[config.mk]
export PLATFORM = sky130hd
export DESIGN_NAME = pool_allocator_steal_oldest_top
export DESIGN_NICKNAME = d
export VERILOG_FILES = /design/src/hdl/pas_pkg.sv /design/src/hdl/pas_link_ram.sv /design/src/hdl/pas_free_list.sv /design/src/hdl/pas_seq.sv /design/src/hdl/pool_allocator_steal_oldest_top.sv
export SDC_FILE = /design/constraint.sdc
export NUM_CORES = 2
export LEC_CHECK = 0
export ABC_AREA = 0
export BUFFER_PORTS_ARGS = -buffer_cell sky130_fd_sc_hd__buf_2
export CORE_MARGIN = 2
export CORE_UTILIZATION = 29
export DETAILED_ROUTE_END_ITERATION = 10
export SLEW_MARGIN = 10
export SYNTH_ARGS = -nofsm -noshare
export SYNTH_HDL_FRONTEND = slang
export SYNTH_SLANG_ARGS = --single-unit
[constraint.sdc]
create_clock -name clock -period 6.2 [get_ports clock]
set_clock_uncertainty 0.15 [all_clocks]
set_input_delay 1.24 -clock clock [delete_from_list [all_inputs] [get_ports clock]]
set_output_delay 1.24 -clock clock [all_outputs]
set_load 0.01 [all_outputs]
[src/hdl/pas_pkg.sv]
`default_nettype none
// ----------------------------------------------------------------------------
// pas_pkg: shared types and constants of the slot pool allocator
// Word formats of the request and response channels, slot and link widths,
// and the command group that drives the free list.
// ----------------------------------------------------------------------------
package pas_pkg;

   // pool geometry; a link holds a slot index or the none marker
   localparam int POOL_SLOTS = 64;
   localparam int SLOT_W     = $clog2(POOL_SLOTS);
   localparam int LINK_W     = SLOT_W + 1;
   localparam logic [LINK_W-1:0] NONE_MARK = LINK_W'(POOL_SLOTS);

   // field widths fixed by the channel formats
   localparam int SLOT_FW    = 6;
   localparam int LIVE_W     = 7;
   localparam int RESULT_CAP = 64;
   localparam int CAP_W      = $clog2(RESULT_CAP);

   typedef enum logic [1:0] {
      MODE_ALLOC = 2'd0,
      MODE_FREE  = 2'd1,
      MODE_CLEAR = 2'd2,
      MODE_LIST  = 2'd3
   } mode_type;

   typedef enum logic [1:0] {
      STATUS_OK         = 2'd0,
      STATUS_EVICTED    = 2'd1,
      STATUS_NOT_IN_USE = 2'd2
   } status_type;

   typedef struct packed {
      mode_type            mode;
      logic [SLOT_FW-1:0]  slot;
   } req_type;

   typedef struct packed {
      logic [SLOT_FW-1:0]  slot_out;
      logic                slot_valid;
      status_type          status;
      logic [LIVE_W-1:0]   live_count;
      logic                last;
   } rsp_type;

   // one write into a link memory
   typedef struct packed {
      logic               en;
      logic [SLOT_W-1:0]  addr;
      logic [LINK_W-1:0]  data;
   } link_wr_type;

   // free list commands from the sequencer
   typedef struct packed {
      logic               pop_rd;
      logic               pop_wr;
      logic               push;
      logic               clear;
      logic [SLOT_W-1:0]  slot;
   } fl_cmd_type;

endpackage
`default_nettype wire

[src/hdl/pas_link_ram.sv]
`default_nettype none
// ----------------------------------------------------------------------------
// pas_link_ram: one age-list link store
// Single write port, single registered read port, one link per slot.
// Contents are undefined until written.
// ----------------------------------------------------------------------------
module pas_link_ram import pas_pkg::*; (
   input  logic               clock,
   input  link_wr_type        wr,
   input  logic               rd_en,
   input  logic [SLOT_W-1:0]  rd_addr,
   output logic [LINK_W-1:0]  rd_data
);

   logic [LINK_W-1:0] mem [POOL_SLOTS];
   logic [LINK_W-1:0] rd_data_ff;

   // write one link
   always_ff @(posedge clock) begin
      if (wr.en) begin
         mem[wr.addr] <= wr.data;
      end
   end

   // register the read data
   always_ff @(posedge clock) begin
      if (rd_en) begin
         rd_data_ff <= mem[rd_addr];
      end
   end

   assign rd_data = rd_data_ff;

endmodule
`default_nettype wire

[src/hdl/pas_free_list.sv]
`default_nettype none
// ----------------------------------------------------------------------------
// pas_free_list: last-in-first-out stack of free slots
// Next links live in a memory with a registered read; a valid bit per entry
// makes an unwritten entry read as its index plus one, so reset and clear
// take effect at once.
// ----------------------------------------------------------------------------
module pas_free_list import pas_pkg::*; (
   input  logic               clock,
   input  logic               reset,
   input  fl_cmd_type         cmd,
   output logic [LINK_W-1:0]  top
);

   logic [LINK_W-1:0]     mem [POOL_SLOTS];
   logic [POOL_SLOTS-1:0] valid_ff;
   logic [POOL_SLOTS-1:0] valid_in;
   logic [LINK_W-1:0]     top_ff;
   logic [LINK_W-1:0]     top_in;
   logic [LINK_W-1:0]     rd_data_ff;
   logic                  rd_valid_ff;
   logic [SLOT_W-1:0]     rd_addr_ff;
   logic [SLOT_W-1:0]     top_idx;

   assign top_idx = top_ff[SLOT_W-1:0];

   // next top and valid bits
   always_comb begin
      valid_in = valid_ff;
      top_in   = top_ff;
      if (cmd.clear) begin
         valid_in = '0;
         top_in   = '0;
      end else if (cmd.push) begin
         valid_in[cmd.slot] = 1'b1;
         top_in             = LINK_W'(cmd.slot);
      end else if (cmd.pop_wr) begin
         top_in = rd_valid_ff ? rd_data_ff : LINK_W'(rd_addr_ff) + LINK_W'(1);
      end
   end

   always_ff @(posedge clock) begin
      if (reset) begin
         valid_ff <= '0;
         top_ff   <= '0;
      end else begin
         valid_ff <= valid_in;
         top_ff   <= top_in;
      end
   end

   // push writes the old top under the new one
   always_ff @(posedge clock) begin
      if (cmd.push) begin
         mem[cmd.slot] <= top_ff;
      end
   end

   // read the link under the top
   always_ff @(posedge clock) begin
      if (cmd.pop_rd) begin
         rd_data_ff  <= mem[top_idx];
         rd_valid_ff <= valid_ff[top_idx];
         rd_addr_ff  <= top_idx;
      end
   end

   assign top = top_ff;

endmodule
`default_nettype wire

[src/hdl/pas_seq.sv]
`default_nettype none
// ----------------------------------------------------------------------------
// pas_seq: request sequencer of the slot pool allocator
// Steps each request through reads and writes of the shared link memories
// and the free list, holds the age-list ends, live count and in-use bits,
// and registers every response word.
// ----------------------------------------------------------------------------
module pas_seq import pas_pkg::*; (
   input  logic               clock,
   input  logic               reset,
   input  logic               start,
   input  req_type            req_word,
   output logic               busy,
   output logic               rsp_strobe,
   output rsp_type            rsp_word,
   output fl_cmd_type         fl_cmd,
   input  logic [LINK_W-1:0]  fl_top,
   output link_wr_type        older_wr,
   output link_wr_type        newer_wr,
   output logic               link_rd_en,
   output logic [SLOT_W-1:0]  link_rd_addr,
   input  logic [LINK_W-1:0]  older_q,
   input  logic [LINK_W-1:0]  newer_q
);

   typedef enum logic [3:0] {
      ST_IDLE,
      ST_DECODE,
      ST_POP_WR,
      ST_UNLINK_RD,
      ST_UNLINK_WR,
      ST_PUSH_A,
      ST_PUSH_B,
      ST_FREE_WR,
      ST_LIST_RD,
      ST_LIST_OUT
   } state_type;

   state_type             state_ff, state_in;
   mode_type              mode_ff, mode_in;
   logic [SLOT_FW-1:0]    req_slot_ff, req_slot_in;
   logic [SLOT_W-1:0]     cur_ff, cur_in;
   logic                  evict_ff, evict_in;
   logic [CAP_W-1:0]      k_ff, k_in;
   logic [LINK_W-1:0]     oldest_ff, oldest_in;
   logic [LINK_W-1:0]     newest_ff, newest_in;
   logic [LIVE_W-1:0]     count_ff, count_in;
   logic [POOL_SLOTS-1:0] in_use_ff, in_use_in;
   logic                  rsp_strobe_ff, rsp_strobe_in;
   rsp_type               rsp_ff, rsp_in;
   logic                  fin;

   // build a response word; the slot reads zero when not valid
   function automatic rsp_type make_rsp(input logic [SLOT_W-1:0] s, input logic v,
                                        input status_type st,
                                        input logic [LIVE_W-1:0] cnt, input logic lst);
      rsp_type r;
      r.slot_out   = v ? SLOT_FW'(s) : '0;
      r.slot_valid = v;
      r.status     = st;
      r.live_count = cnt;
      r.last       = lst;
      return r;
   endfunction

   assign fin = (newer_q >= NONE_MARK) || (k_ff == CAP_W'(RESULT_CAP - 1));

   // sequence one request
   always_comb begin
      state_in      = state_ff;
      mode_in       = mode_ff;
      req_slot_in   = req_slot_ff;
      cur_in        = cur_ff;
      evict_in      = evict_ff;
      k_in          = k_ff;
      oldest_in     = oldest_ff;
      newest_in     = newest_ff;
      count_in      = count_ff;
      in_use_in     = in_use_ff;
      rsp_strobe_in = 1'b0;
      rsp_in        = rsp_ff;
      fl_cmd        = '0;
      fl_cmd.slot   = cur_ff;
      older_wr      = '0;
      newer_wr      = '0;
      link_rd_en    = 1'b0;
      link_rd_addr  = cur_ff;

      unique case (state_ff)
         ST_IDLE: begin
            if (start) begin
               mode_in     = req_word.mode;
               req_slot_in = req_word.slot;
               state_in    = ST_DECODE;
            end
         end

         ST_DECODE: begin
            unique case (mode_ff)
               MODE_ALLOC: begin
                  if (fl_top < NONE_MARK) begin
                     fl_cmd.pop_rd = 1'b1;
                     cur_in        = fl_top[SLOT_W-1:0];
                     evict_in      = 1'b0;
                     state_in      = ST_POP_WR;
                  end else if (oldest_ff < NONE_MARK) begin
                     cur_in   = oldest_ff[SLOT_W-1:0];
                     evict_in = 1'b1;
                     state_in = ST_UNLINK_RD;
                  end else begin
                     rsp_strobe_in = 1'b1;
                     rsp_in   = make_rsp('0, 1'b0, STATUS_OK, count_ff, 1'b1);
                     state_in = ST_IDLE;
                  end
               end
               MODE_FREE: begin
                  if ((LINK_W'(req_slot_ff) < NONE_MARK)
                      && in_use_ff[SLOT_W'(req_slot_ff)]) begin
                     cur_in   = SLOT_W'(req_slot_ff);
                     evict_in = 1'b0;
                     state_in = ST_UNLINK_RD;
                  end else begin
                     rsp_strobe_in = 1'b1;
                     rsp_in   = make_rsp('0, 1'b0, STATUS_NOT_IN_USE, count_ff, 1'b1);
                     state_in = ST_IDLE;
                  end
               end
               MODE_CLEAR: begin
                  fl_cmd.clear  = 1'b1;
                  in_use_in     = '0;
                  oldest_in     = NONE_MARK;
                  newest_in     = NONE_MARK;
                  count_in      = '0;
                  rsp_strobe_in = 1'b1;
                  rsp_in        = make_rsp('0, 1'b0, STATUS_OK, '0, 1'b1);
                  state_in      = ST_IDLE;
               end
               MODE_LIST: begin
                  if (oldest_ff < NONE_MARK) begin
                     cur_in   = oldest_ff[SLOT_W-1:0];
                     k_in     = '0;
                     state_in = ST_LIST_RD;
                  end else begin
                     rsp_strobe_in = 1'b1;
                     rsp_in   = make_rsp('0, 1'b0, STATUS_OK, count_ff, 1'b1);
                     state_in = ST_IDLE;
                  end
               end
               default: state_in = ST_IDLE;
            endcase
         end

         // take the popped link as the new free top
         ST_POP_WR: begin
            fl_cmd.pop_wr = 1'b1;
            state_in      = ST_PUSH_A;
         end

         ST_UNLINK_RD: begin
            link_rd_en = 1'b1;
            state_in   = ST_UNLINK_WR;
         end

         // join the neighbours of the current slot
         ST_UNLINK_WR: begin
            if (older_q < NONE_MARK) begin
               newer_wr.en   = 1'b1;
               newer_wr.addr = older_q[SLOT_W-1:0];
               newer_wr.data = newer_q;
            end else begin
               oldest_in = newer_q;
            end
            if (newer_q < NONE_MARK) begin
               older_wr.en   = 1'b1;
               older_wr.addr = newer_q[SLOT_W-1:0];
               older_wr.data = older_q;
            end else begin
               newest_in = older_q;
            end
            state_in = evict_ff ? ST_PUSH_A : ST_FREE_WR;
         end

         // link the slot behind the newest one
         ST_PUSH_A: begin
            older_wr.en   = 1'b1;
            older_wr.addr = cur_ff;
            older_wr.data = newest_ff;
            if (newest_ff < NONE_MARK) begin
               newer_wr.en   = 1'b1;
               newer_wr.addr = newest_ff[SLOT_W-1:0];
               newer_wr.data = LINK_W'(cur_ff);
            end else begin
               oldest_in = LINK_W'(cur_ff);
            end
            state_in = ST_PUSH_B;
         end

         ST_PUSH_B: begin
            newer_wr.en       = 1'b1;
            newer_wr.addr     = cur_ff;
            newer_wr.data     = NONE_MARK;
            newest_in         = LINK_W'(cur_ff);
            in_use_in[cur_ff] = 1'b1;
            if (evict_ff) begin
               count_in = (count_ff == '0) ? LIVE_W'(1) : count_ff;
            end else begin
               count_in = count_ff + LIVE_W'(1);
            end
            rsp_strobe_in = 1'b1;
            rsp_in   = make_rsp(cur_ff, 1'b1, evict_ff ? STATUS_EVICTED : STATUS_OK,
                                count_in, 1'b1);
            state_in = ST_IDLE;
         end

         // return the slot to the free list
         ST_FREE_WR: begin
            fl_cmd.push       = 1'b1;
            in_use_in[cur_ff] = 1'b0;
            count_in      = (count_ff == '0) ? '0 : count_ff - LIVE_W'(1);
            rsp_strobe_in = 1'b1;
            rsp_in        = make_rsp(cur_ff, 1'b1, STATUS_OK, count_in, 1'b1);
            state_in      = ST_IDLE;
         end

         ST_LIST_RD: begin
            link_rd_en = 1'b1;
            state_in   = ST_LIST_OUT;
         end

         // emit one listed slot and advance to the newer one
         ST_LIST_OUT: begin
            rsp_strobe_in = 1'b1;
            rsp_in        = make_rsp(cur_ff, 1'b1, STATUS_OK, count_ff, fin);
            if (fin) begin
               state_in = ST_IDLE;
            end else begin
               cur_in   = newer_q[SLOT_W-1:0];
               k_in     = k_ff + CAP_W'(1);
               state_in = ST_LIST_RD;
            end
         end

         default: state_in = ST_IDLE;
      endcase
   end

   // hold state, list ends and registered response
   always_ff @(posedge clock) begin
      if (reset) begin
         state_ff      <= ST_IDLE;
         oldest_ff     <= NONE_MARK;
         newest_ff     <= NONE_MARK;
         count_ff      <= '0;
         in_use_ff     <= '0;
         rsp_strobe_ff <= 1'b0;
      end else begin
         state_ff      <= state_in;
         oldest_ff     <= oldest_in;
         newest_ff     <= newest_in;
         count_ff      <= count_in;
         in_use_ff     <= in_use_in;
         rsp_strobe_ff <= rsp_strobe_in;
      end
      mode_ff     <= mode_in;
      req_slot_ff <= req_slot_in;
      cur_ff      <= cur_in;
      evict_ff    <= evict_in;
      k_ff        <= k_in;
      rsp_ff      <= rsp_in;
   end

   assign busy       = (state_ff != ST_IDLE);
   assign rsp_strobe = rsp_strobe_ff;
   assign rsp_word   = rsp_ff;

endmodule
`default_nettype wire

[src/hdl/pool_allocator_steal_oldest_top.sv]
`default_nettype none
// ----------------------------------------------------------------------------
// pool_allocator_steal_oldest_top: slot pool allocator, oldest slot stolen
// Free slots on a LIFO free list, slots in use on a doubly linked age list.
// Allocate pops a free slot or evicts the oldest, free returns a slot,
// clear relinks the pool, list walks slots in use from oldest to newest.
//
//   channel   handshake            word
//   request   start / busy         req_word  (mode, slot)
//   response  rsp_strobe           rsp_word  (slot_out, slot_valid, status,
//                                             live_count, last)
//
// A request is taken when start is high and busy low; the next request can be
// taken in the cycle of the last response. Each request runs as a sequence
// of states, since each link memory and the free list have a single
// registered read port.
// Each response word sits on rsp_word for one cycle with rsp_strobe; the
// receiver cannot stall it. Synchronous reset empties the pool at once.
// ----------------------------------------------------------------------------
module pool_allocator_steal_oldest_top import pas_pkg::*; (
   input  logic     clock,
   input  logic     reset,
   input  logic     start,
   output logic     busy,
   input  req_type  req_word,
   output logic     rsp_strobe,
   output rsp_type  rsp_word
);

   fl_cmd_type         fl_cmd;
   logic [LINK_W-1:0]  fl_top;
   link_wr_type        older_wr;
   link_wr_type        newer_wr;
   logic               link_rd_en;
   logic [SLOT_W-1:0]  link_rd_addr;
   logic [LINK_W-1:0]  older_q;
   logic [LINK_W-1:0]  newer_q;

   pas_seq u_seq (
      .clock        (clock),
      .reset        (reset),
      .start        (start),
      .req_word     (req_word),
      .busy         (busy),
      .rsp_strobe   (rsp_strobe),
      .rsp_word     (rsp_word),
      .fl_cmd       (fl_cmd),
      .fl_top       (fl_top),
      .older_wr     (older_wr),
      .newer_wr     (newer_wr),
      .link_rd_en   (link_rd_en),
      .link_rd_addr (link_rd_addr),
      .older_q      (older_q),
      .newer_q      (newer_q)
   );

   pas_free_list u_free_list (
      .clock (clock),
      .reset (reset),
      .cmd   (fl_cmd),
      .top   (fl_top)
   );

   pas_link_ram u_older_ram (
      .clock   (clock),
      .wr      (older_wr),
      .rd_en   (link_rd_en),
      .rd_addr (link_rd_addr),
      .rd_data (older_q)
   );

   pas_link_ram u_newer_ram (
      .clock   (clock),
      .wr      (newer_wr),
      .rd_en   (link_rd_en),
      .rd_addr (link_rd_addr),
      .rd_data (newer_q)
   );

endmodule
`default_nettype wire

# Word level (Yosys, flattened, before mapping)
# Memories as Yosys holds them, arrays and structs flattened. A register that Yosys moved wholly into a read port is not among the register bits.
# Index checks and enable logic that the tools add are counted.
# word_totals
memories	3
word_cells	169
reg_bits	206
ram_bits	1344
output_inout_bits	19
# mem_list
name	words	width	read_ports	rd_clocked_by_memory_dff	write_ports	line	source
u_free_list.mem	64	7	1	1	1	pas_free_list.sv:15	logic [LINK_W-1:0] mem [POOL_SLOTS];
u_newer_ram.mem	64	7	1	1	1	pas_link_ram.sv:15	logic [LINK_W-1:0] mem [POOL_SLOTS];
u_older_ram.mem	64	7	1	1	1	pas_link_ram.sv:15	
# classes
n_eq_ne	27
muxes	75
reduce_logical	25
bitwise_logic	4
add_sub_neg	4
order_cmp	10
# ops
cell	n
64-bit one-hot mux with 3 select lines	1
17-bit one-hot mux with 4 select lines	2
64-bit bitwise OR	2
64-bit bitwise AND	1
64-bit 2-to-1 mux	1
64-bit NOT	1
7-bit 2-to-1 mux	9
7-bit one-hot mux with 3 select lines	3
6-bit 2-to-1 mux	9
17-bit 2-to-1 mux	3
14-bit 2-to-1 mux	3
14-bit one-hot mux with 3 select lines	1
7-bit less-than comparator (second input constant)	5
4-bit one-hot mux with 8 select lines	1
14-bit one-hot mux with 2 select lines	1
1-bit 2-to-1 mux	24
6-bit one-hot mux with 2 select lines	2
6-bit by 7-bit less-than comparator with 1-bit output (second input constant)	3
6-bit one-hot mux with 3 select lines	1
4-bit by 3-bit == test with 1-bit output (second input constant)	4
4-bit 2-to-1 mux	4
4-bit one-hot mux with 4 select lines	1
4-bit AND reduction	4
2-bit inequality test (second input constant)	7
34 further kinds	52

# Depth between registers and ports, before layout
# logic_depth
depth_word	7
ltp_mapped	11
mapped_depth_nobuf	7

# Hierarchy
# From an unflattened synthesis, not the netlist that was laid out.
# unflattened
cells_unflattened	3522
area_unflattened_um2	63165.6
# modules_own_cells
mod	cells_per_inst	area_per_inst_um2	instances
pas_link_ram	827	17705.7	2
pas_free_list	1061	20567.2	1
pas_seq	807	7186.9	1

# Worst setup path before layout
# Ideal clock, no wire load.
# synth_path
path_kind	register to register
start	register u_seq.state_ff[3]
end	memory u_older_ram.mem[0][0] (netlist name), data pin
stages_incl_launch_ff	6
t_arrival_ns	3.728
required_time_ns	5.348
slack_ns	1.620
setup_ns	0.702
cell_sequence	dfxtp_1 clkbuf_1 nor4b_1 buf_2 nand2_1 o21ai_0
# synth_rtl
item	line	source
start: declaration	pas_seq.sv:39	state_type state_ff, state_in;
start signal: assignment	pas_seq.sv:257	state_ff <= state_in;
end: declaration	pas_link_ram.sv:15	

# Final worst setup path
# layout_path
start	register u_seq.state_ff[2]
end	memory u_newer_ram.mem[2][4] (netlist name) (enable)
# layout_between
elab_chain_cells	4
elab_cells_between_ends	6
# layout_lines
item	line	source
4-bit by 3-bit == test with 1-bit output	pas_seq.sv:89	unique case (state_ff)
14-bit one-hot mux with 3 select lines (*)	pas_seq.sv:89	
1-bit 2-to-1 mux	pas_link_ram.sv:20	if (wr.en) begin
1-bit 2-to-1 mux (not written as such)	pas_link_ram.sv:21	mem[wr.addr] <= wr.data;
end: declaration	pas_link_ram.sv:15	
# Mark *: on every way between the ends. The rest lies on a longest branch, timed or not.

==> summary.txt <==
Synth
  – Area contributors post-synth: edfxtp_1, mux4_2, dfxtp_1
  – Largest family of logic cells by synthesized area: multiplexers
  – Most area-hungry cell type in the Yosys netlist: edfxtp_1
  – Synthesized cell area: 62800 µm²
  – FFs w/ async S/R, synth: 0
  – Flop and latch count out of synthesis: between 1500 and 2000
  – Ys Warns: 0
  – Prevailing post-synth register cell: edfxtp_1
  – Synth Area in XOR/XNOR: 0.00126
  – Syn avg cell area: 17.3 µm²
  – Synth unique cells: 81
  – Post-synthesis simple-gate area fraction: 0.0479
  – Mux cell area share after synthesis: 0.126
  – Post-synthesis instance total: 3632
  – Post-synth EDFFs: 1410
  – Sequential cell area fraction in the yosys report: 0.726
  – Post-Syn Nets: 3653
  – List of most frequent post-synthesis cells: edfxtp_1, nor2_1, mux4_2
  – Adder-cell share of the synthesized area: 0.00199
  – Compound-gate portion of the synthesized area: 0.0774
  – Count leader, synth: edfxtp_1
  – Top cell type's share of synthesized area: 0.675

Pwr
  – Leak Pwr: about 23 nW
  – Peak supply drop: around 0.31 mV
  – PnR Total Power: 21.5 mW
  – PwrDens: 303 nW/µm²

Placement
  – PortBufs: 29
  – Dpl ws: 2290 ps
  – Dpl hpwl: 104000 µm
  – Placed inst area: around 66000 µm²
  – GP Congestion: 0.873

Setup path
  – Crit. End Element: flip-flop
  – Crit start category: flip-flop
  – Register-to-register setup slack: 2220 ps
  – Crit-path max FO: 20
  – Crit path arrival time: 4250 ps
  – CP Class: reg2reg
  – Crit path required time: 6470 ps

Timing
  – Period utilization: 0.642
  – Worst slew pin tran: roughly 1200 ps
  – F_max: 0.251 GHz
  – Crit path time final: 3980 ps
  – Rel. slew slack: 0.179
  – Setup_tns: 0 ps
  – Worst Setup Slack, final: around 2200 ps
  – Final setup fails: 0
  – RSZ-0062 raised after global routing: no
  – Hold Vio Cnt, Final: 0
  – Final Max Tran Viols: 0

Final layout
  – Design Area, Final: 71200 µm²
  – Synth-to-Final Area Change: 13.4%
  – Share of layout cells above drive strength 1: 0.187
  – Final Core Density: 0.331
  – Layout Nets: 3668

Drt
  – Initial DRC count: 4708
  – Drt wl/cell: 25.6 µm
  – TritonRoute pass-1 iters: 8
  – Vias per cell: 5.33
  – ANT nets after route: 0
  – Routed wire length: 170000 µm
  – Via count: 35259
  – DR DRC count: 0

Die
  – Die ar.: 220000 µm²
  – Initial Utilization: 0.292
  – # IOs: 30
  – Cell Rows: between 150 and 200
  – Core footprint: 215000 µm²
  – Die height: 469 µm
  – Die width: 469 µm

Hold path
  – Hold WC Path Type: reg2reg

GRT
  – Initial antenna violation count: 2
  – GRT Util Overall: 0.150
  – Total grt overflow: 0
  – Largest net degree at the start of global routing: 97
  – Vias in the first global route: ~35000
  – First-pass GRT wire length: 247000 µm

CTS
  – Max Root-Sink Buffers: 3
  – Clk pin slew, worst setup/hold paths: roughly 60 ps
  – CTS tree: done
  – Postcts setup bufs: 0
  – Number of H-tree levels: 4
  – Post-CTS Resized: 0
  – Clock sinks: 1571
  – CTS Root Cell: clkbuf_16
  – Worst-skew pair later-pin latency: 810 ps
  – Total CTS buffers: between 150 and 200
  – Hold Buf Count CTS: 0

Job
  – Maximum capacitance violations: 0

Outcome
  – Run status: complete, no violations
==> metrics by stage <==
stage / instances / hold WS, ps
after floorplan: 3632 / 285
after global placement: 6331 / 291
after detailed placement: 6331 / 298
after CTS: 6611 / 312
after global routing: 6614 / 326
final: 6614 / 309
==> final cells by class <==
cell class / count / area (µm²)
clock inverters: 76 / 764
multi-input cells: 1789 / 16200
fillers: 20423 / 144000
repair buffers: 115 / 903
clock buffers: 204 / 4090
flip-flops and latches: 1571 / 45600
inverters: 18 / 68.8
well taps: 2838 / 3550
diodes: 3 / 7.51
==> placed cells by master, fill, tap and decap left out, types with 47 or more instances in the layout <==
cell type,count
nand3_1,65
a221oi_1,105
nor2_1,276
a22oi_1,79
mux2i_1,83
o21ai_0,59
o21a_1,68
mux4_2,274
dfxtp_1,153
clkbuf_16,153
a311oi_1,47
nand2_1,156
edfxtp_1,1410
buf_4,77
a21oi_1,129
==> worst paths after layout <==
check | depth (start not counted) | startpoint | to
worst max-delay path | 6 | u_seq.state_ff[2]$_SDFFE_PP0P_ | u_newer_ram.mem[2][4]$_DFFE_PP_
worst min-delay path | 1 | u_free_list.valid_ff[35]$_SDFFE_PP0P_ | u_free_list.valid_ff[35]$_SDFFE_PP0P_
worst max register to register | 6 | u_seq.state_ff[2]$_SDFFE_PP0P_ | u_newer_ram.mem[2][4]$_DFFE_PP_
worst min register to register | 1 | u_free_list.valid_ff[35]$_SDFFE_PP0P_ | u_free_list.valid_ff[35]$_SDFFE_PP0P_
==> worst max-delay path, stage by stage, from the launching register on <==
cell      delay, ps
dfxtp_1         700
nor4b_2         300
buf_4           280
nand2_1         200
o211ai_1        420
nand3_1         720
nor2_1          830
==> metal layers <==
metal | up-vias | share of wire | track usage
met4 | 0 | 0.033 | 0.0526
met3 | 375 | 0.090 | 0.0333
li1 | 14765 | - | -
met5 | - | 0 | 0
met2 | 1765 | 0.46 | 0.233
met1 | 18354 | 0.41 | 0.207
==> state kept, by name, summed over array words and instances (netlist names), 17 cells and up <==
register              flops
u_seq.rsp_word           17
u_seq.in_use_ff          64
u_newer_ram.mem         448
u_free_list.mem         448
u_older_ram.mem         448
u_free_list.valid_ff     64
==> where the power goes <==
group          switching (mW)  internal (mW)
Combinational           0.604          0.267
Sequential             0.0508           11.4
Clock                    4.09           5.10
Total                    4.74           16.8
==> cell families after synthesis <==
family,after synthesis
flip-flops,1571
multiplexers,439
AO/OA/AOI/OAI,681
AND/OR/NAND/NOR,650
adder cells (fa/ha/maj),10
buffers and inverters,272
XOR/XNOR,9
(Power assumes the default switching activity.)
